--- src/hw/rtl/discrete_laplace_probability_macros.svh ---
// Assertion macros for the discrete Laplace probability block
`ifndef DISCRETE_LAPLACE_PROBABILITY_MACROS_SVH
`define DISCRETE_LAPLACE_PROBABILITY_MACROS_SVH
`ifndef NO_ASSERTIONS
`define DLP_ASSERT_IMPLY(label, clk, rst_n, cond, prop) \
    label: assert property (@(posedge clk) disable iff (!rst_n) (cond) |-> (prop)) \
        else $error("dlp: same-cycle check failed");
`define DLP_ASSERT_NEXT(label, clk, rst_n, cond, prop) \
    label: assert property (@(posedge clk) disable iff (!rst_n) (cond) |=> (prop)) \
        else $error("dlp: next-cycle check failed");
`else
`define DLP_ASSERT_IMPLY(label, clk, rst_n, cond, prop)
`define DLP_ASSERT_NEXT(label, clk, rst_n, cond, prop)
`endif
`endif

--- src/hw/rtl/dlp_pkg.sv ---
`timescale 1ns / 1ps
// Package with types, constants and tables of the discrete Laplace probability block
package dlp_pkg;
    localparam int unsigned MAX_ERROR    = 255;
    localparam int unsigned ERR_W        = 9;
    localparam int unsigned MAG_W        = 9;
    localparam int unsigned MULT_W       = 10;
    localparam int unsigned SD_W         = 16;
    localparam int unsigned SQRT2_W      = 33;
    localparam int unsigned NUM_W        = 49;
    localparam int unsigned FRAC_W       = 32;
    localparam int unsigned INT_W        = NUM_W - FRAC_W;
    localparam int unsigned EXP_N_W      = 5;
    localparam int unsigned EXP_N_MAX    = 23;
    localparam int unsigned TERM_W       = FRAC_W + 1;
    localparam int unsigned SUM_W        = FRAC_W + 2;
    localparam int unsigned EXPM1_W      = 31;
    localparam int unsigned PROB_W       = 17;
    localparam int unsigned K_W          = 4;
    localparam int unsigned LANES        = 2;
    localparam int unsigned QUOT_CELLS   = NUM_W;
    localparam int unsigned TAYLOR_TERMS = 14;
    localparam int unsigned RECIP_CELLS  = FRAC_W;
    localparam int unsigned POW_CELLS    = EXP_N_MAX;

    localparam logic [SQRT2_W-1:0] SQRT2_Q32     = 33'd6074001000;
    localparam logic [EXPM1_W-1:0] EXPM1_Q32     = 31'd1580030169;
    localparam logic [PROB_W-1:0]  PROB_ONE      = 17'd65536;
    localparam logic [SD_W-1:0]    STD_DEV_RESET = 16'd256;

    typedef struct packed {
        logic valid;
        logic oor;
        logic s_zero;
        logic a_zero;
        logic a_max;
    } dlp_ctl_t;

    typedef struct packed {
        logic [SD_W-1:0]  rem;
        logic [NUM_W-1:0] nq;
    } dlp_div_t;

    typedef struct packed {
        logic [TERM_W-1:0]  term;
        logic [SUM_W-1:0]   sum;
        logic [FRAC_W-1:0]  f;
        logic [EXP_N_W-1:0] n;
        logic               z;
    } dlp_tay_t;

    typedef struct packed {
        logic [SUM_W-1:0]   rem;
        logic [SUM_W-1:0]   sum;
        logic [FRAC_W-1:0]  q;
        logic [EXP_N_W-1:0] n;
        logic               z;
    } dlp_rcp_t;

    typedef struct packed {
        logic [FRAC_W-1:0]  e;
        logic [EXP_N_W-1:0] n;
        logic               z;
    } dlp_pow_t;

    // floor((2^33 - 1) / k): estimate within one below the true quotient
    function automatic logic [TERM_W-1:0] taylor_recip(input logic [K_W-1:0] k);
        logic [TERM_W-1:0] r;
        unique case (k)
            4'd1:    r = 33'd8589934591;
            4'd2:    r = 33'd4294967295;
            4'd3:    r = 33'd2863311530;
            4'd4:    r = 33'd2147483647;
            4'd5:    r = 33'd1717986918;
            4'd6:    r = 33'd1431655765;
            4'd7:    r = 33'd1227133513;
            4'd8:    r = 33'd1073741823;
            4'd9:    r = 33'd954437176;
            4'd10:   r = 33'd858993459;
            4'd11:   r = 33'd780903144;
            4'd12:   r = 33'd715827882;
            4'd13:   r = 33'd660764199;
            4'd14:   r = 33'd613566756;
            default: r = '0;
        endcase
        return r;
    endfunction
endpackage

--- src/hw/rtl/dlp_pow_cell.sv ---
`timescale 1ns / 1ps
// One conditional multiply by exp(-1) with half-up rounding, both lanes
module dlp_pow_cell (
    input  logic                                          clk,
    input  logic                                          rst_n,
    input  logic [dlp_pkg::EXP_N_W-1:0]                   idx_in,
    input  dlp_pkg::dlp_ctl_t                             ctl_in,
    input  dlp_pkg::dlp_pow_t [dlp_pkg::LANES-1:0]        lane_in,
    output dlp_pkg::dlp_ctl_t                             ctl_out,
    output dlp_pkg::dlp_pow_t [dlp_pkg::LANES-1:0]        lane_out
);
    localparam int unsigned PW = dlp_pkg::FRAC_W;

    dlp_pkg::dlp_ctl_t                       ctl_reg;
    dlp_pkg::dlp_pow_t [dlp_pkg::LANES-1:0]  lane_reg;
    dlp_pkg::dlp_pow_t [dlp_pkg::LANES-1:0]  lane_next;

    always_comb
    begin
        logic [2*PW-1:0] prod;
        for (int i = 0; i < dlp_pkg::LANES; i++)
        begin
            prod         = lane_in[i].e * dlp_pkg::EXPM1_Q32
                           + {{PW{1'b0}}, 1'b1, {(PW-1){1'b0}}};
            lane_next[i] = lane_in[i];
            if (idx_in < lane_in[i].n)
            begin
                lane_next[i].e = prod[2*PW-1:PW];
            end
        end
    end

    always_ff @(posedge clk or negedge rst_n)
    begin
        if (!rst_n)
        begin
            ctl_reg <= '0;
        end
        else
        begin
            ctl_reg <= ctl_in;
        end
    end

    always_ff @(posedge clk)
    begin
        lane_reg <= lane_next;
    end

    assign ctl_out  = ctl_reg;
    assign lane_out = lane_reg;
endmodule

--- config.mk ---
export PLATFORM = sky130hd
export DESIGN_NAME = dlp_pow_cell
export DESIGN_NICKNAME = d
export VERILOG_FILES = /design/src/hw/rtl/discrete_laplace_probability_macros.svh /design/src/hw/rtl/dlp_pkg.sv /design/src/hw/rtl/dlp_pow_cell.sv
export SDC_FILE = /design/constraint.sdc
export NUM_CORES = 2
export LEC_CHECK = 0
export BUFFER_PORTS_ARGS = -buffer_cell sky130_fd_sc_hd__buf_2
export CORE_AREA = 2 2 263 265
export DETAILED_ROUTE_END_ITERATION = 16
export DIE_AREA = 0 0 265 267
export GPL_TIMING_DRIVEN = 0
export HOLD_SLACK_MARGIN = 0.03
export PLACE_DENSITY = 0.79
export SETUP_SLACK_MARGIN = 0.3
export SLEW_MARGIN = 20
export SYNTH_ARGS = -nofsm -noshare
export SYNTH_HDL_FRONTEND = slang
export SYNTH_SLANG_ARGS = --single-unit
--- constraint.sdc ---
create_clock -name clk -period 0.8 [get_ports clk]
set_input_delay 0.12 -clock clk [delete_from_list [all_inputs] [get_ports clk]]
set_output_delay 0.12 -clock clk [all_outputs]
set_load 0.02 [all_outputs]
==> impl_metrics.ini <==
[yosys]
post_synth_num_cell_types = 85
ys_seq_area_share_pct = 4.143
synth_edf_count = 0
synth-async-reset-ratio_pct = 6.173
yosys.area.top_type_share_pct = 42.37
netlist_area_sq_mm = 0.03974
yosysMostFrequentCell = inv_1
ys_dominant_reg_cell = dfxtp_1
synth_area_per_cell_sq_um = 9.774
yosysWarningCount = 0
synth_nets = 5853
synth_area_leaders = fa_1 42%, ha_1 27%, inv_1 14%, dfxtp_1 3.8%, a21o_1 1.3%
synth_common_cells = 1453 x inv_1, 858 x ha_1, 841 x fa_1
synth-seq-cells = 81
synth_top_area_cell = fa_1
synthCells = 4066

[clocking]
cts_root_buf = clkbuf_16
numCtsBuffers = 9
cts_buffer_depth = 2
cts-htree-levels = 3
cts_hold_buf = 18
cts_tree = yes
cts.sinks = 81
path_clk_slew_ns = 0.07

[hold_path]
holdPathStages = 2
hp-start = lane_in[1]
hold_end = lane_out[1]
hold_path_class = input pin to register

[placement]
port_buffers = 168
routabilityCongestion = 0.9746
hpwl_um = 90500

[final_layout]
nNetsFinal = 6189
antenna_cells = 0
drive_gt1_share_pct = 18.02
area_growth_pct = 18.48
finish.utilization_pct = 69.26
nFillCells = 4683

[global_route]
grt_pass1_vias = 32750
grt_pass1_wl_um = 177900
track_usage_pct = 33.23
overflow = 0
grt_max_degree = 15
antenna_found_initial = 2

[floorplan]
fp.dieH_um = 267
core_sq_mm = 0.06799
pin_count = 169
fp.dieW_um = 265
start_util_pct = 58.45
num_rows = 96
dieArea_sq_mm = 0.07076

[status]
violations = setup timing
outcome = finished with violations

[critical_path]
crit_required_ns = 1.05
end_kind = register
crit_start = lane_in[9]
cp_max_fo = 3
critPathKind = input pin to register
critPathArrivalTime_ns = 6.79
start_kind = input pin

[sta]
finalCriticalPeriod_ns = 6.535
tightest_slew_ns = 1.034
slew_violations = 0
hold_viol = 0
whs_ns = 0.02649
fin_ws_ns = -5.735
grt_setup_unrepaired = true
clock.fmax_mhz = 153.0
finalCritPeriodShare_pct = 816.9
fin_setup_tns_ns = -360.16
max_slew_margin_pct = 31.06
setup_violations = 145

[routing]
wl_per_cell_um = 22.15
vias = 29773
first_pass_iters = 8
detail-route-antenna-nets = 0
route.detailed.drc = 0
drt-initial-drc-count = 2404
wirelength_um = 117100
viasPerCell = 5.629

[job]
cap_violations = 0
## per-stage QoR
step	worst slack, ns	cells	cell area, sq um
detailed placement	-6.625	5116	42590
CTS	-5.529	5224	45730
floorplan	-5.168	4066	40640
global placement	-6.557	5116	42590
global route	-5.797	5289	47080
finish	-5.735	5289	47080
## layout by cell type (no fill, tap or decap), drive strengths merged, types with 23 or more instances in the layout
master,synthesis,routed
nand4,26,26
nor2,55,55
nand2,122,122
buf,11,315
nand3,39,39
o21ai,100,100
fa,841,841
a21o,70,70
dfxtp,76,76
xor2,23,23
xnor2,33,33
ha,858,858
clkbuf,32,46
a21oi,94,94
inv,1454,1449
## layout make-up
type,count,area (sq um),share of cell area (%)
multi-input cells,2489,34710,73.71
inverters,1454,5483,11.64
repair buffers,324,3452,7.332
flip-flops and latches,81,1742,3.699
well taps,882,1104,2.344
clock buffers,12,277.8,0.5899
plain buffers,43,239.0,0.5076
clock inverters,4,80.08,0.1701
## worst max-delay path, cell delays in order
cell and delay, ns:
buf_16 0.12, clkinvlp_4 0.09, fa_2 0.47, fa_2 0.56, inv_2 0.04, fa_1 0.51
fa_1 0.43, fa_1 0.52, fa_2 0.47, fa_2 0.56, inv_2 0.04, fa_2 0.52
inv_2 0.05, ha_4 0.28, nand4_1 0.21, nor4_4 0.37, o311ai_4 0.21, nand3_4 0.15
o211ai_1 0.22, a31oi_2 0.30, a21o_1 0.23, mux2i_1 0.20, o211ai_1 0.10
## what timing repair did
item                       CTS  global route
cloned                       1             0
pin swaps                  136           131
setup buffers               73            65
gates resized for setup    520           185
setup endpoints to repair  145           153
hold endpoints to repair    29             3
## cells by family after synthesis
family,synth area share [%]
mux,0.1795
flops,4.143
compound gates,6.741
xor+xnor,1.234
fa+ha+maj,69.38
simple gates,4.046
buf+inv,14.28
## per-layer routing
metal / routed length, um / global-route usage (%) / vias to the layer above / part of all wire (%)
li1: - / - / 13029 / -
met1: 43300 / 41.29 / 14688 / 37
met2: 55870 / 56.33 / 1572 / 48
met3: 10040 / 5.803 / 480 / 8.6
met4: 7893 / 16.09 / 4 / 6.7
met5: 27 / 0 / - / 0.023
## flip-flops by register name (all words and copies together) (netlist names)
register,count
ctl_out,5
lane_out,76
## worst max path at each step
| stage | endpoint | slack [ns] |
|---|---|---|
| after detailed placement | lane_out[35] | -6.63 |
| after CTS | lane_out[75] | -5.53 |
| after global placement | lane_out[35] | -6.56 |
| after floorplan | lane_out[74] | -5.17 |
| final | lane_out[35] | -5.74 |
| after global routing | lane_out[35] | -5.80 |
Power is not shown: default switching activity piles up to over one toggle a cycle in this logic, so the estimate is an artifact.
