**config.mk**
```make
export PLATFORM = sky130hd
export DESIGN_NAME = dlp_recip_cell
export DESIGN_NICKNAME = d
export VERILOG_FILES = /design/src/hw/rtl/discrete_laplace_probability_macros.svh /design/src/hw/rtl/dlp_pkg.sv /design/src/hw/rtl/dlp_recip_cell.sv
export SDC_FILE = /design/constraint.sdc
export NUM_CORES = 1
export LEC_CHECK = 0
export ABC_AREA = 1
export BUFFER_PORTS_ARGS = -buffer_cell sky130_fd_sc_hd__buf_2
export CAP_MARGIN = 20
export CELL_PAD_IN_SITES_DETAIL_PLACEMENT = 0
export CELL_PAD_IN_SITES_GLOBAL_PLACEMENT = 1
export CORE_MARGIN = 10
export CORE_UTILIZATION = 33
export DETAILED_ROUTE_END_ITERATION = 6
export GPL_TIMING_DRIVEN = 0
export PLACE_DENSITY = 0.78
export SETUP_SLACK_MARGIN = 0.05
export SLEW_MARGIN = 20
export SYNTH_ARGS = -nofsm -noshare
export SYNTH_HDL_FRONTEND = slang
export SYNTH_SLANG_ARGS = --single-unit
```
**constraint.sdc**
```tcl
create_clock -name clk -period 0.8 [get_ports clk]
set_input_delay 0.16 -clock clk [delete_from_list [all_inputs] [get_ports clk]]
set_output_delay 0.16 -clock clk [all_outputs]
set_load 0.1 [all_outputs]
```
**src/hw/rtl/discrete_laplace_probability_macros.svh**
```systemverilog
// Assertion macros for the discrete Laplace probability block
`ifndef DISCRETE_LAPLACE_PROBABILITY_MACROS_SVH
`define DISCRETE_LAPLACE_PROBABILITY_MACROS_SVH
`ifndef NO_ASSERTIONS
`define DLP_ASSERT_IMPLY(label, clk, rst_n, cond, prop) \
    label: assert property (@(posedge clk) disable iff (!rst_n) (cond) |-> (prop)) \
        else $error("dlp: same-cycle check failed");
`define DLP_ASSERT_NEXT(label, clk, rst_n, cond, prop) \
    label: assert property (@(posedge clk) disable iff (!rst_n) (cond) |=> (prop)) \
        else $error("dlp: next-cycle check failed");
`else
`define DLP_ASSERT_IMPLY(label, clk, rst_n, cond, prop)
`define DLP_ASSERT_NEXT(label, clk, rst_n, cond, prop)
`endif
`endif

```
**src/hw/rtl/dlp_pkg.sv**
```systemverilog
`timescale 1ns / 1ps
// Package with types, constants and tables of the discrete Laplace probability block
package dlp_pkg;
    localparam int unsigned MAX_ERROR    = 255;
    localparam int unsigned ERR_W        = 9;
    localparam int unsigned MAG_W        = 9;
    localparam int unsigned MULT_W       = 10;
    localparam int unsigned SD_W         = 16;
    localparam int unsigned SQRT2_W      = 33;
    localparam int unsigned NUM_W        = 49;
    localparam int unsigned FRAC_W       = 32;
    localparam int unsigned INT_W        = NUM_W - FRAC_W;
    localparam int unsigned EXP_N_W      = 5;
    localparam int unsigned EXP_N_MAX    = 23;
    localparam int unsigned TERM_W       = FRAC_W + 1;
    localparam int unsigned SUM_W        = FRAC_W + 2;
    localparam int unsigned EXPM1_W      = 31;
    localparam int unsigned PROB_W       = 17;
    localparam int unsigned K_W          = 4;
    localparam int unsigned LANES        = 2;
    localparam int unsigned QUOT_CELLS   = NUM_W;
    localparam int unsigned TAYLOR_TERMS = 14;
    localparam int unsigned RECIP_CELLS  = FRAC_W;
    localparam int unsigned POW_CELLS    = EXP_N_MAX;

    localparam logic [SQRT2_W-1:0] SQRT2_Q32     = 33'd6074001000;
    localparam logic [EXPM1_W-1:0] EXPM1_Q32     = 31'd1580030169;
    localparam logic [PROB_W-1:0]  PROB_ONE      = 17'd65536;
    localparam logic [SD_W-1:0]    STD_DEV_RESET = 16'd256;

    typedef struct packed {
        logic valid;
        logic oor;
        logic s_zero;
        logic a_zero;
        logic a_max;
    } dlp_ctl_t;

    typedef struct packed {
        logic [SD_W-1:0]  rem;
        logic [NUM_W-1:0] nq;
    } dlp_div_t;

    typedef struct packed {
        logic [TERM_W-1:0]  term;
        logic [SUM_W-1:0]   sum;
        logic [FRAC_W-1:0]  f;
        logic [EXP_N_W-1:0] n;
        logic               z;
    } dlp_tay_t;

    typedef struct packed {
        logic [SUM_W-1:0]   rem;
        logic [SUM_W-1:0]   sum;
        logic [FRAC_W-1:0]  q;
        logic [EXP_N_W-1:0] n;
        logic               z;
    } dlp_rcp_t;

    typedef struct packed {
        logic [FRAC_W-1:0]  e;
        logic [EXP_N_W-1:0] n;
        logic               z;
    } dlp_pow_t;

    // floor((2^33 - 1) / k): estimate within one below the true quotient
    function automatic logic [TERM_W-1:0] taylor_recip(input logic [K_W-1:0] k);
        logic [TERM_W-1:0] r;
        unique case (k)
            4'd1:    r = 33'd8589934591;
            4'd2:    r = 33'd4294967295;
            4'd3:    r = 33'd2863311530;
            4'd4:    r = 33'd2147483647;
            4'd5:    r = 33'd1717986918;
            4'd6:    r = 33'd1431655765;
            4'd7:    r = 33'd1227133513;
            4'd8:    r = 33'd1073741823;
            4'd9:    r = 33'd954437176;
            4'd10:   r = 33'd858993459;
            4'd11:   r = 33'd780903144;
            4'd12:   r = 33'd715827882;
            4'd13:   r = 33'd660764199;
            4'd14:   r = 33'd613566756;
            default: r = '0;
        endcase
        return r;
    endfunction
endpackage

```
**src/hw/rtl/dlp_recip_cell.sv**
```systemverilog
`timescale 1ns / 1ps
// One restoring division step of the all-ones word by the Taylor sum, both lanes
module dlp_recip_cell (
    input  logic                                          clk,
    input  logic                                          rst_n,
    input  dlp_pkg::dlp_ctl_t                             ctl_in,
    input  dlp_pkg::dlp_rcp_t [dlp_pkg::LANES-1:0]        lane_in,
    output dlp_pkg::dlp_ctl_t                             ctl_out,
    output dlp_pkg::dlp_rcp_t [dlp_pkg::LANES-1:0]        lane_out
);
    dlp_pkg::dlp_ctl_t                       ctl_reg;
    dlp_pkg::dlp_rcp_t [dlp_pkg::LANES-1:0]  lane_reg;
    dlp_pkg::dlp_rcp_t [dlp_pkg::LANES-1:0]  lane_next;

    always_comb
    begin
        logic [dlp_pkg::SUM_W:0] trial;
        for (int i = 0; i < dlp_pkg::LANES; i++)
        begin
            trial        = {lane_in[i].rem, 1'b1};
            lane_next[i] = lane_in[i];
            if (trial >= {1'b0, lane_in[i].sum})
            begin
                lane_next[i].rem = dlp_pkg::SUM_W'(trial - {1'b0, lane_in[i].sum});
                lane_next[i].q   = {lane_in[i].q[dlp_pkg::FRAC_W-2:0], 1'b1};
            end
            else
            begin
                lane_next[i].rem = trial[dlp_pkg::SUM_W-1:0];
                lane_next[i].q   = {lane_in[i].q[dlp_pkg::FRAC_W-2:0], 1'b0};
            end
        end
    end

    always_ff @(posedge clk or negedge rst_n)
    begin
        if (!rst_n)
        begin
            ctl_reg <= '0;
        end
        else
        begin
            ctl_reg <= ctl_in;
        end
    end

    always_ff @(posedge clk)
    begin
        lane_reg <= lane_next;
    end

    assign ctl_out  = ctl_reg;
    assign lane_out = lane_reg;
endmodule

```
==> impl_metrics.json <==
{
  "die_h_um": 202,
  "first_pass_iters": 5,
  "whs_ns": 0.0694,
  "ctsHtreeMaxLevel": 1,
  "muxShareOfSynthArea": 0,
  "start_kind": "input port",
  "leakagePower_nw": 12.0,
  "placementRows": 66,
  "start_util": 0.335,
  "slew_violations": 0,
  "die_w_um": 202,
  "hold_class": "input port to flop",
  "rsz0062_at_grt": "true",
  "ioPinCount": 436,
  "crit_type": "input port to flop",
  "groute.usage.overall": 0.271,
  "root_buffer": "clkbuf_16",
  "cts.clk_slew.worst_paths_ns": 0.07,
  "vias": 13500,
  "antenna_left": 0,
  "areaGrowthSynthToFinish_pct": 124,
  "stdcell_count": 2862,
  "cts_tree": "done",
  "grt-ovfl-total": 0,
  "netlist_area_um2": 11000,
  "max_freq_mhz": 591,
  "worstSetupEndpointType": "flop",
  "yosysWarnings": 0,
  "synth-simple-area-share": 0.352,
  "wire_per_inst_um": 21.6,
  "synth_cells": 1604,
  "max_cap_violations": 0,
  "avgSynthCellArea_um2": 6.84,
  "placeableCoreArea_um2": 32700,
  "gp_congestion": 0.920,
  "synth_top_family_by_area": "simple AND/OR/NAND/NOR gates",
  "numClockSinks": 217,
  "power.density_nw_per_um2": 1930,
  "hpwl_um": 37700,
  "fin_ws_ns": -0.893,
  "hold_viol": 0,
  "design.die.area_um2": 40900,
  "synth-compound-area-share": 0.0187,
  "p_total_mw": 47.5,
  "worst_ir_drop_vdd_v": 0.00187,
  "synth_xor_area_frac": 0.0232,
  "cp.arrival_ns": 2.17,
  "fin_setup_tns_ns": -141.25,
  "grt_pass1_wl_um": 86300,
  "violations": "setup timing",
  "setup-violations-final": 287,
  "clockBufferDepth": 3,
  "avgViaCountPerCell": 4.72,
  "post-route-period-util": 2.12,
  "max_slew_margin": 0.736,
  "post-route-drc-count": 0,
  "ys_seq_area_frac": 0.398,
  "finalNetCount": 2682,
  "outcome": "complete, but fails checks",
  "worstPathMaxFanout": 5,
  "period_minus_slack_ns": 1.69,
  "grt_max_degree": 14,
  "wirelength_um": 61700,
  "io_buffers": 433,
  "final_core_util": 0.753,
  "syn-num-nets": 1891,
  "post_synth_num_cell_types": 35,
  "numCtsBuffers": 26,
  "worst_pin_slew_ns": 0.394,
  "ys_ff_latch": 217,
  "final_layout_size_suffix_gt1_frac": 0.521,
  "required_ns": 1.28,
  "grt_pass1_vias": 13900,
  "antenna_found_initial": 10,
  "dp_cells": 2479,
  "synthAdderAreaFrac": 0.0790,
  "initialDrtViolationCount": 751
}
stage by stage:
step | area [um2] | setup slack [ns]
6_report | 24600 | -0.893
5_1_grt | 24600 | -0.930
4_1_cts | 23400 | -0.740
3_5_place_dp | 15100 | -1.53
3_3_place_gp | 15100 | -1.51
2_1_floorplan | 12400 | -0.927
synthesized netlist by cell type (all sizes together):
library cell  instances  share of area
nor2                 88          0.034
a211oi                1        0.00068
nand3b               14         0.0096
and2                  8         0.0046
nand2               635           0.22
o21ai                 2        0.00091
xor2                 27          0.022
dfxtp               212           0.39
nor3                 15         0.0088
buf                  18          0.014
nand4                 5         0.0029
inv                 336           0.12
nor4                  1         0.0019
dfrtp                 5          0.011
o21bai                1        0.00068
nand3               124          0.063
and3                  1        0.00057
or2                   5         0.0029
ha                   66          0.075
fa                    2         0.0037
a21oi                36          0.016
xnor2                 2         0.0016
cell families after synthesis:
kind of cell,count (synthesis)
buffers and inverters,354
DFF,217
AOI/OAI and AO/OA,40
adders and majority gates,68
xor gates and xnor gates,29
and+or+nand+nor,896
cell type report:
class,count,area [um2]
timing repair buffer,762,9050
fill,2093,8090
multi-input combinational,1035,7420
sequential,217,5180
inverter,336,1320
clock buffer,29,662
tap,442,553
buffer,17,253
clock inverter,17,158
antenna,7,17.5
power by group:
| part | internal, mW | switching (mW) |
|---|---|---|
| Clock | 6.62 | 5.07 |
| Sequential | 12.0 | 0.977 |
| Combinational | 8.74 | 14.1 |
flip-flops by register name (all words and copies together), names as in the netlist:
register	cells
ctl_out	5
lane_out	212
placed cells by master (no fill, tap or decap), types with 58 or more instances in the layout:
| master | Yosys | final |
|---|---|---|
| dfxtp_4 | 0 | 212 |
| ha_4 | 0 | 66 |
| nand3_1 | 109 | 58 |
| dlygate4sd3_1 | 0 | 215 |
| buf_12 | 1 | 226 |
| buf_2 | 6 | 180 |
| buf_4 | 6 | 92 |
| nand2_2 | 8 | 127 |
| inv_1 | 329 | 278 |
| nand2_1 | 623 | 447 |
per-layer routing:
layer	share of wire	GRT usage	vias to the layer above
li1	-	-	6395
met1	0.37	0.301	6243
met2	0.50	0.483	659
met3	0.075	0.0636	194
met4	0.056	0.122	6
met5	0.00050	0	-
critical path: stages:
cell	delay [ns]
buf_12	0.11
inv_12	0.04
ha_4	0.14
inv_4	0.05
fa_2	0.37
nand2_2	0.09
nand2_2	0.07
nand3b_1	0.12
nand2_2	0.09
nand2_2	0.07
nand2_2	0.07
nand2_2	0.09
nand2_4	0.07
nand2_8	0.11
buf_12	0.16
clkbuf_16	0.16
nand3_4	0.08
nand2_2	0.10
final timing paths:
| path | slack (ns) | endpoint | cells past startpoint | startpoint |
|---|---|---|---|---|
| max in group asynchronous | 0.11 | ctl_out[2]$_DFF_PN0_ | 3 | rst_n |
| setup / recovery | -0.89 | lane_out[181]$_DFF_P_ | 18 | lane_in[178] |
| hold / removal | 0.07 | lane_out[73]$_DFF_P_ | 5 | lane_in[39] |
| min in group asynchronous | 0.51 | ctl_out[4]$_DFF_PN0_ | 3 | rst_n |
what timing repair did:
item	CTS	global route
setup endpoints to repair	287	287
endpoints found under the hold margin	220	2
resized for setup	1172	222
hold buffers	213	2
pin swaps	124	125
gates cloned	13	3
setup buffers	73	28
Note: power is estimated with default switching activity, not from simulation.
