--- src/hw/rtl/discrete_laplace_probability_macros.svh ---
// Assertion macros for the discrete Laplace probability block
`ifndef DISCRETE_LAPLACE_PROBABILITY_MACROS_SVH
`define DISCRETE_LAPLACE_PROBABILITY_MACROS_SVH
`ifndef NO_ASSERTIONS
`define DLP_ASSERT_IMPLY(label, clk, rst_n, cond, prop) \
    label: assert property (@(posedge clk) disable iff (!rst_n) (cond) |-> (prop)) \
        else $error("dlp: same-cycle check failed");
`define DLP_ASSERT_NEXT(label, clk, rst_n, cond, prop) \
    label: assert property (@(posedge clk) disable iff (!rst_n) (cond) |=> (prop)) \
        else $error("dlp: next-cycle check failed");
`else
`define DLP_ASSERT_IMPLY(label, clk, rst_n, cond, prop)
`define DLP_ASSERT_NEXT(label, clk, rst_n, cond, prop)
`endif
`endif

--- src/hw/rtl/dlp_pkg.sv ---
`timescale 1ns / 1ps
// Package with types, constants and tables of the discrete Laplace probability block
package dlp_pkg;
    localparam int unsigned MAX_ERROR    = 255;
    localparam int unsigned ERR_W        = 9;
    localparam int unsigned MAG_W        = 9;
    localparam int unsigned MULT_W       = 10;
    localparam int unsigned SD_W         = 16;
    localparam int unsigned SQRT2_W      = 33;
    localparam int unsigned NUM_W        = 49;
    localparam int unsigned FRAC_W       = 32;
    localparam int unsigned INT_W        = NUM_W - FRAC_W;
    localparam int unsigned EXP_N_W      = 5;
    localparam int unsigned EXP_N_MAX    = 23;
    localparam int unsigned TERM_W       = FRAC_W + 1;
    localparam int unsigned SUM_W        = FRAC_W + 2;
    localparam int unsigned EXPM1_W      = 31;
    localparam int unsigned PROB_W       = 17;
    localparam int unsigned K_W          = 4;
    localparam int unsigned LANES        = 2;
    localparam int unsigned QUOT_CELLS   = NUM_W;
    localparam int unsigned TAYLOR_TERMS = 14;
    localparam int unsigned RECIP_CELLS  = FRAC_W;
    localparam int unsigned POW_CELLS    = EXP_N_MAX;

    localparam logic [SQRT2_W-1:0] SQRT2_Q32     = 33'd6074001000;
    localparam logic [EXPM1_W-1:0] EXPM1_Q32     = 31'd1580030169;
    localparam logic [PROB_W-1:0]  PROB_ONE      = 17'd65536;
    localparam logic [SD_W-1:0]    STD_DEV_RESET = 16'd256;

    typedef struct packed {
        logic valid;
        logic oor;
        logic s_zero;
        logic a_zero;
        logic a_max;
    } dlp_ctl_t;

    typedef struct packed {
        logic [SD_W-1:0]  rem;
        logic [NUM_W-1:0] nq;
    } dlp_div_t;

    typedef struct packed {
        logic [TERM_W-1:0]  term;
        logic [SUM_W-1:0]   sum;
        logic [FRAC_W-1:0]  f;
        logic [EXP_N_W-1:0] n;
        logic               z;
    } dlp_tay_t;

    typedef struct packed {
        logic [SUM_W-1:0]   rem;
        logic [SUM_W-1:0]   sum;
        logic [FRAC_W-1:0]  q;
        logic [EXP_N_W-1:0] n;
        logic               z;
    } dlp_rcp_t;

    typedef struct packed {
        logic [FRAC_W-1:0]  e;
        logic [EXP_N_W-1:0] n;
        logic               z;
    } dlp_pow_t;

    // floor((2^33 - 1) / k): estimate within one below the true quotient
    function automatic logic [TERM_W-1:0] taylor_recip(input logic [K_W-1:0] k);
        logic [TERM_W-1:0] r;
        unique case (k)
            4'd1:    r = 33'd8589934591;
            4'd2:    r = 33'd4294967295;
            4'd3:    r = 33'd2863311530;
            4'd4:    r = 33'd2147483647;
            4'd5:    r = 33'd1717986918;
            4'd6:    r = 33'd1431655765;
            4'd7:    r = 33'd1227133513;
            4'd8:    r = 33'd1073741823;
            4'd9:    r = 33'd954437176;
            4'd10:   r = 33'd858993459;
            4'd11:   r = 33'd780903144;
            4'd12:   r = 33'd715827882;
            4'd13:   r = 33'd660764199;
            4'd14:   r = 33'd613566756;
            default: r = '0;
        endcase
        return r;
    endfunction
endpackage

--- src/hw/rtl/dlp_quot_cell.sv ---
`timescale 1ns / 1ps
// One restoring division step of the exponent argument, both lanes
module dlp_quot_cell (
    input  logic                                          clk,
    input  logic                                          rst_n,
    input  dlp_pkg::dlp_ctl_t                             ctl_in,
    input  logic [dlp_pkg::SD_W-1:0]                      sd_in,
    input  dlp_pkg::dlp_div_t [dlp_pkg::LANES-1:0]        lane_in,
    output dlp_pkg::dlp_ctl_t                             ctl_out,
    output logic [dlp_pkg::SD_W-1:0]                      sd_out,
    output dlp_pkg::dlp_div_t [dlp_pkg::LANES-1:0]        lane_out
);
    dlp_pkg::dlp_ctl_t                       ctl_reg;
    logic [dlp_pkg::SD_W-1:0]                sd_reg;
    dlp_pkg::dlp_div_t [dlp_pkg::LANES-1:0]  lane_reg;
    dlp_pkg::dlp_div_t [dlp_pkg::LANES-1:0]  lane_next;

    always_comb
    begin
        logic [dlp_pkg::SD_W:0] trial;
        for (int i = 0; i < dlp_pkg::LANES; i++)
        begin
            trial = {lane_in[i].rem, lane_in[i].nq[dlp_pkg::NUM_W-1]};
            if (trial >= {1'b0, sd_in})
            begin
                lane_next[i].rem = dlp_pkg::SD_W'(trial - {1'b0, sd_in});
                lane_next[i].nq  = {lane_in[i].nq[dlp_pkg::NUM_W-2:0], 1'b1};
            end
            else
            begin
                lane_next[i].rem = trial[dlp_pkg::SD_W-1:0];
                lane_next[i].nq  = {lane_in[i].nq[dlp_pkg::NUM_W-2:0], 1'b0};
            end
        end
    end

    always_ff @(posedge clk or negedge rst_n)
    begin
        if (!rst_n)
        begin
            ctl_reg <= '0;
        end
        else
        begin
            ctl_reg <= ctl_in;
        end
    end

    always_ff @(posedge clk)
    begin
        sd_reg   <= sd_in;
        lane_reg <= lane_next;
    end

    assign ctl_out  = ctl_reg;
    assign sd_out   = sd_reg;
    assign lane_out = lane_reg;
endmodule

--- config.mk ---
export PLATFORM = sky130hd
export DESIGN_NAME = dlp_quot_cell
export DESIGN_NICKNAME = d
export VERILOG_FILES = /design/src/hw/rtl/discrete_laplace_probability_macros.svh /design/src/hw/rtl/dlp_pkg.sv /design/src/hw/rtl/dlp_quot_cell.sv
export SDC_FILE = /design/constraint.sdc
export NUM_CORES = 1
export LEC_CHECK = 0
export BUFFER_PORTS_ARGS = -buffer_cell sky130_fd_sc_hd__buf_2
export CAP_MARGIN = 20
export CELL_PAD_IN_SITES_DETAIL_PLACEMENT = 1
export CELL_PAD_IN_SITES_GLOBAL_PLACEMENT = 1
export CORE_MARGIN = 10
export CORE_UTILIZATION = 36
export CTS_BUF_LIST = sky130_fd_sc_hd__clkbuf_4 sky130_fd_sc_hd__clkbuf_8
export DETAILED_ROUTE_END_ITERATION = 10
export PLACE_DENSITY_LB_ADDON = 0.05
export SLEW_MARGIN = 10
export SYNTH_ARGS = -nofsm -noshare
export SYNTH_HDL_FRONTEND = slang
export SYNTH_SLANG_ARGS = --single-unit
--- constraint.sdc ---
create_clock -name clk -period 0.8 [get_ports clk]
set_input_delay 0.16 -clock clk [delete_from_list [all_inputs] [get_ports clk]]
set_output_delay 0.16 -clock clk [all_outputs]
set_load 0.02 [all_outputs]
==> qor.csv, run 1 <==
stage;metric;value;unit
run_status;status;did not finish;
run_status;failing_step;clock tree synthesis;
run_status;error_message;[ERROR DPL-0033] detailed placement checks failed during check placement.;
die;fp.dieW;141.3;um
synthesis;synth_edf_count;0;
synthesis;synthesis.yosys.warnings;0;
synthesis;synth_area;5298;um^2
clock_tree;cts.hold.buffers_added;142;
place;place.gp.congestion;0.7967;
synthesis;average_instance_area_after_synthesis;12.04;um^2
synthesis;synthFlopType;dfxtp_1;
synthesis;synth_async_sr_flop_share;3.311;%
synthesis;synthDistinctLibCells;63;
die;initial_cell_density_of_the_core;36.59;%
synthesis;synth_seq_area_share;57.53;%
clock_tree;post_cts.resized_instances;500;
synthesis;syn-num-nets;627;
synthesis;yosys_register_bits;151;
die;die_h;141.3;um
place;port_buffers;303;
synthesis;synth.top_cell.area_share;55.17;%
clock_tree;clock-sinks;151;
die;std_cell_rows;44;
clock_tree;cts_root_buf;clkbuf_8;
clock_tree;clock_tree.buffer_depth;2;
synthesis;netlist_instances;440;
die;io-pin-count;304;
clock_tree;postCtsSetupBuffers;10;
place;hpwl_dp;17020;um
clock_tree;clock_tree.htree_level_count;4;
place;detailedPlace.worstSlack;-1.488;ns
synthesis;top_area_cells_in_the_synthesized_netlist;dfxtp_1 55%, ha_1 7.6%, mux2_2 2.8%;
synthesis;netlist.top_cell.by_area;dfxtp_1;
place;detailed_place.area;7964;um^2
clock_tree;cts_buffers;17;
[Yosys cell counts, drive strengths merged (5+ instances only)]
cell type / count
dfxtp: 146
inv: 33
ha: 32
a21oi: 25
mux2: 22
nor2: 16
nand2: 14
o21ai: 12
a21o: 10
nand3: 10
nor3: 10
o21a: 10
xor2: 10
xnor2: 9
mux2i: 6
nand2b: 6
buf: 5
dfrtp: 5
nor2b: 5
[cell families after synthesis]
family / Yosys count / synth area share [%]
AOI/OAI and AO/OA: 88 / 12.87
muxes: 28 / 6.448
xor gates and xnor gates: 19 / 3.141
DFF: 151 / 57.53
adders and majority gates: 34 / 8.314
buffers and inverters: 40 / 3.637
and+or+nand+nor: 80 / 8.054
[metrics by stage]
step | instances | util [%] | hold slack [ns]
floorplan | 440 | - | -0.1356
global placement | 1006 | 55.00 | -0.02857
detailed placement | 1006 | 55.00 | -0.02484
==> run 2, diff against run 1 <==
--- a/config.mk
+++ b/config.mk
@@ -7,13 +7,10 @@
 export LEC_CHECK = 0
 export BUFFER_PORTS_ARGS = -buffer_cell sky130_fd_sc_hd__buf_2
 export CAP_MARGIN = 20
-export CELL_PAD_IN_SITES_DETAIL_PLACEMENT = 1
-export CELL_PAD_IN_SITES_GLOBAL_PLACEMENT = 1
 export CORE_MARGIN = 10
 export CORE_UTILIZATION = 36
-export CTS_BUF_LIST = sky130_fd_sc_hd__clkbuf_4 sky130_fd_sc_hd__clkbuf_8
 export DETAILED_ROUTE_END_ITERATION = 10
-export PLACE_DENSITY_LB_ADDON = 0.05
+export PLACE_DENSITY_LB_ADDON = 0.15
 export SLEW_MARGIN = 10
 export SYNTH_ARGS = -nofsm -noshare
 export SYNTH_HDL_FRONTEND = slang
==> run 2 against run 1 <==
The flow now finishes, with violations (negative setup slack). Area after synthesis unchanged. Synthesized cell count unchanged.
==> qor.csv, run 2 <==
stage;metric;value;unit;change
synthesis;top_area_cells_in_the_synthesized_netlist;dfxtp_1 55%, ha_1 7.6%, mux2_2 2.8%;;unchanged
place;port_buffers;303;;unchanged
hold_path;worst_hold_path.num_cells;2;;
synthesis;netlist.top_cell.by_area;dfxtp_1;;unchanged
power_and_ir_drop;highest_ir_drop_seen_on_vdd;0.001652;V;
critical_path;worst_setup_path_start_kind;input port;;
detailed_routing;first_iter_violations;183;;
timing;holdWs;0.02159;ns;
detailed_routing;num_vias;5480;;
clock_tree;cts_tree;built;;
synthesis;yosys_register_bits;151;;unchanged
grt;grt_pass1_vias;6196;;
critical_path;worst_ep_required_time;1.10;ns;
timing;slew_headroom;77.11;%;
detailed_routing;post_drt_via_cell_ratio;4.617;;
synthesis;synth_seq_area_share;57.53;%;unchanged
power_and_ir_drop;finalPower;23.79;mW;
critical_path;cp_max_fo;7;;
final_layout;most_common_library_cell_in_the_layout_ignoring_fill_and_taps;buf_6;;
grt;groute.layer.met3.usage;6.943;%;
final_layout;nNetsFinal;1176;;
detailed_routing;routed_wl;24960;um;
critical_path;timing.critical_path.to;lane_out[125];;
run_status;violated_checks;negative setup slack;;
final_layout;final_cell_area;11600;um^2;
flow_run;maxCapViolations;0;;
timing;maxSlewViolCount;0;;
final_layout;area_delta_synth_final;118.9;%;
detailed_routing;remaining_drc_errors;0;;
final_layout;finish.utilization;80.11;%;
clock_tree;clock_tree.buffer_depth;2;;unchanged
synthesis;average_instance_area_after_synthesis;12.04;um^2;unchanged
place;detailedPlace.worstSlack;-1.423;ns;was -1.488 ns
power_and_ir_drop;total_leakage_power;5.306;nW;
synthesis;synthMostInstantiatedCell;dfxtp_1;;unchanged
critical_path;end_kind;flop;;
synthesis;netlist_instances;440;;unchanged
synthesis;synth.cells.most_frequent;146 x dfxtp_1, 33 x inv_1, 32 x ha_1;;unchanged
place;hpwl_dp;15780;um;was 17020 um
die;std_cell_rows;44;;unchanged
place;place.gp.congestion;0.8956;;was 0.7967
synthesis;synthFlopType;dfxtp_1;;unchanged
clock_tree;cts_buffers;17;;unchanged
synthesis;synth_area;5298;um^2;unchanged
power_and_ir_drop;pwr_density_cell;2051;nW/um^2;
place;detailed_place.area;7949;um^2;was 7964 um^2
die;floorplan.die_area;19970;um^2;
clock_tree;clk_pin_slew;0.07;ns;
synthesis;synthesis.yosys.warnings;0;;unchanged
detailed_routing;drt_first_pass_iters;4;;
grt;gr_busiest_metal;met2;;
die;fp.dieW;141.3;um;unchanged
clock_tree;clock_tree.htree_level_count;4;;unchanged
timing;report.final.setup_viol;185;;
timing;final_critical_path_setup_slack;-0.8965;ns;
hold_path;hold_path.class;input port to flop;;
grt;grt.overflow.total;0;;
run_status;status;finished with violations;;was did not finish
die;core_area;14480;um^2;
final_layout;largest_register_ffs;130;;
final_layout;drive_gt1_share;71.16;%;
timing;grt_setup_unrepaired;yes;;
grt;grt_use_met1;24.92;%;
detailed_routing;drtAntennaViolNets;0;;
timing;post-route-period-util;212.1;%;
final_layout;layout_common_cells;162 x buf_6, 147 x buf_2, 146 x dfxtp_2, 131 x dlygate4sd3_1, 93 x buf_4;;
critical_path;startpoint;sd_in[3];;
synthesis;syn-num-nets;627;;unchanged
synthesis;synth.top_cell.area_share;55.17;%;unchanged
timing;max_clock_freq;0.5895;GHz;
timing;hold_viol;0;;
clock_tree;cts_root_buf;clkbuf_16;;was clkbuf_8
grt;grt.met2_usage;44.52;%;
synthesis;synth_edf_count;0;;unchanged
grt;grt_first_pass_wirelength;36960;um;
die;initial_cell_density_of_the_core;36.59;%;unchanged
critical_path;setup.worst_path.class;input port to flop;;
critical_path;arrival;2.00;ns;
final_layout;final.fill_count;832;;
timing;min_period;1.696;ns;
clock_tree;clock-sinks;151;;unchanged
die;io-pin-count;304;;unchanged
grt;pin_count_of_the_biggest_net_entering_global_routing;17;;
die;die_h;141.3;um;unchanged
timing;worst_slew_pin_slew;0.3407;ns;
grt;initial_antenna_violation_count;1;;
detailed_routing;detail_route.wl_per_cell;21.03;um;
synthesis;synth_async_sr_flop_share;3.311;%;unchanged
synthesis;synthDistinctLibCells;63;;unchanged
grt;gr-usage-all-layers;24.11;%;
## run 2: layout make-up
| class | count | area [um^2] | share of cell area (%) |
|---|---|---|---|
| inverter | 33 | 148.9 | 1.284 |
| clock inverter | 12 | 143.9 | 1.241 |
| multi-input combinational | 250 | 2750 | 23.71 |
| clock buffer | 20 | 478.0 | 4.121 |
| sequential | 151 | 3231 | 27.85 |
| tap | 184 | 230.2 | 1.985 |
| timing repair buffer | 536 | 4614 | 39.78 |
| antenna | 1 | 2.502 | 0.02158 |
## run 2: per-stage QoR
step | setup TNS (ns) | std cells
detailed placement | -44.85 | 1004
global route | -68.94 | 1187
CTS | -63.14 | 1184
global placement | -43.69 | 1004
finish | -62.84 | 1187
floorplan | -36.88 | 440
## run 2: kinds of logic after synthesis
family,share of synthesized area (%)
flops,57.53
compound gates,12.87
simple gates,8.054
buf+inv,3.637
fa+ha+maj,8.314
mux,6.448
xor+xnor,3.141
## run 2: how the worst min path moves through the flow
stage / from / end
after floorplan: rst_n / ctl_out[0]
after global placement: rst_n / ctl_out[2]
after detailed placement: rst_n / ctl_out[2]
after CTS: sd_in[10] / sd_out[10]
after global routing: lane_in[120] / lane_out[121]
final: lane_in[123] / lane_out[124]
## run 2: critical path, stage by stage
cell        delay, ns
buf_8            0.08
clkinvlp_4       0.10
ha_4             0.25
a21oi_2          0.14
nor2b_2          0.07
o311ai_4         0.30
a21oi_2          0.12
a41oi_4          0.28
buf_6            0.19
mux2_4           0.30
## run 2: report_power, final
group | total (mW) | internal [mW] | leakage (nW) | switching (mW)
sequential | 8.67 | 8.33 | 1.29 | 0.349
clock | 8.41 | 4.81 | 0.308 | 3.60
combinational | 6.70 | 3.71 | 3.71 | 2.99
total | 23.8 | 16.8 | 5.31 | 6.94
## run 2: timing repair
item	CTS	global route
resized for setup	521	31
endpoints found under the setup margin	185	185
cloned	2	0
buffers inserted	16	6
hold endpoints to repair	135	1
hold buffers	130	1
pin swaps	21	19
## run 2: metal layers
metal,vias to the layer above,part of all wire (%)
li1,2643,-
met1,2597,37
met2,202,53
met3,38,7.2
met4,0,3.1
met5,-,0
Note: power is estimated with default switching activity, not from simulation.
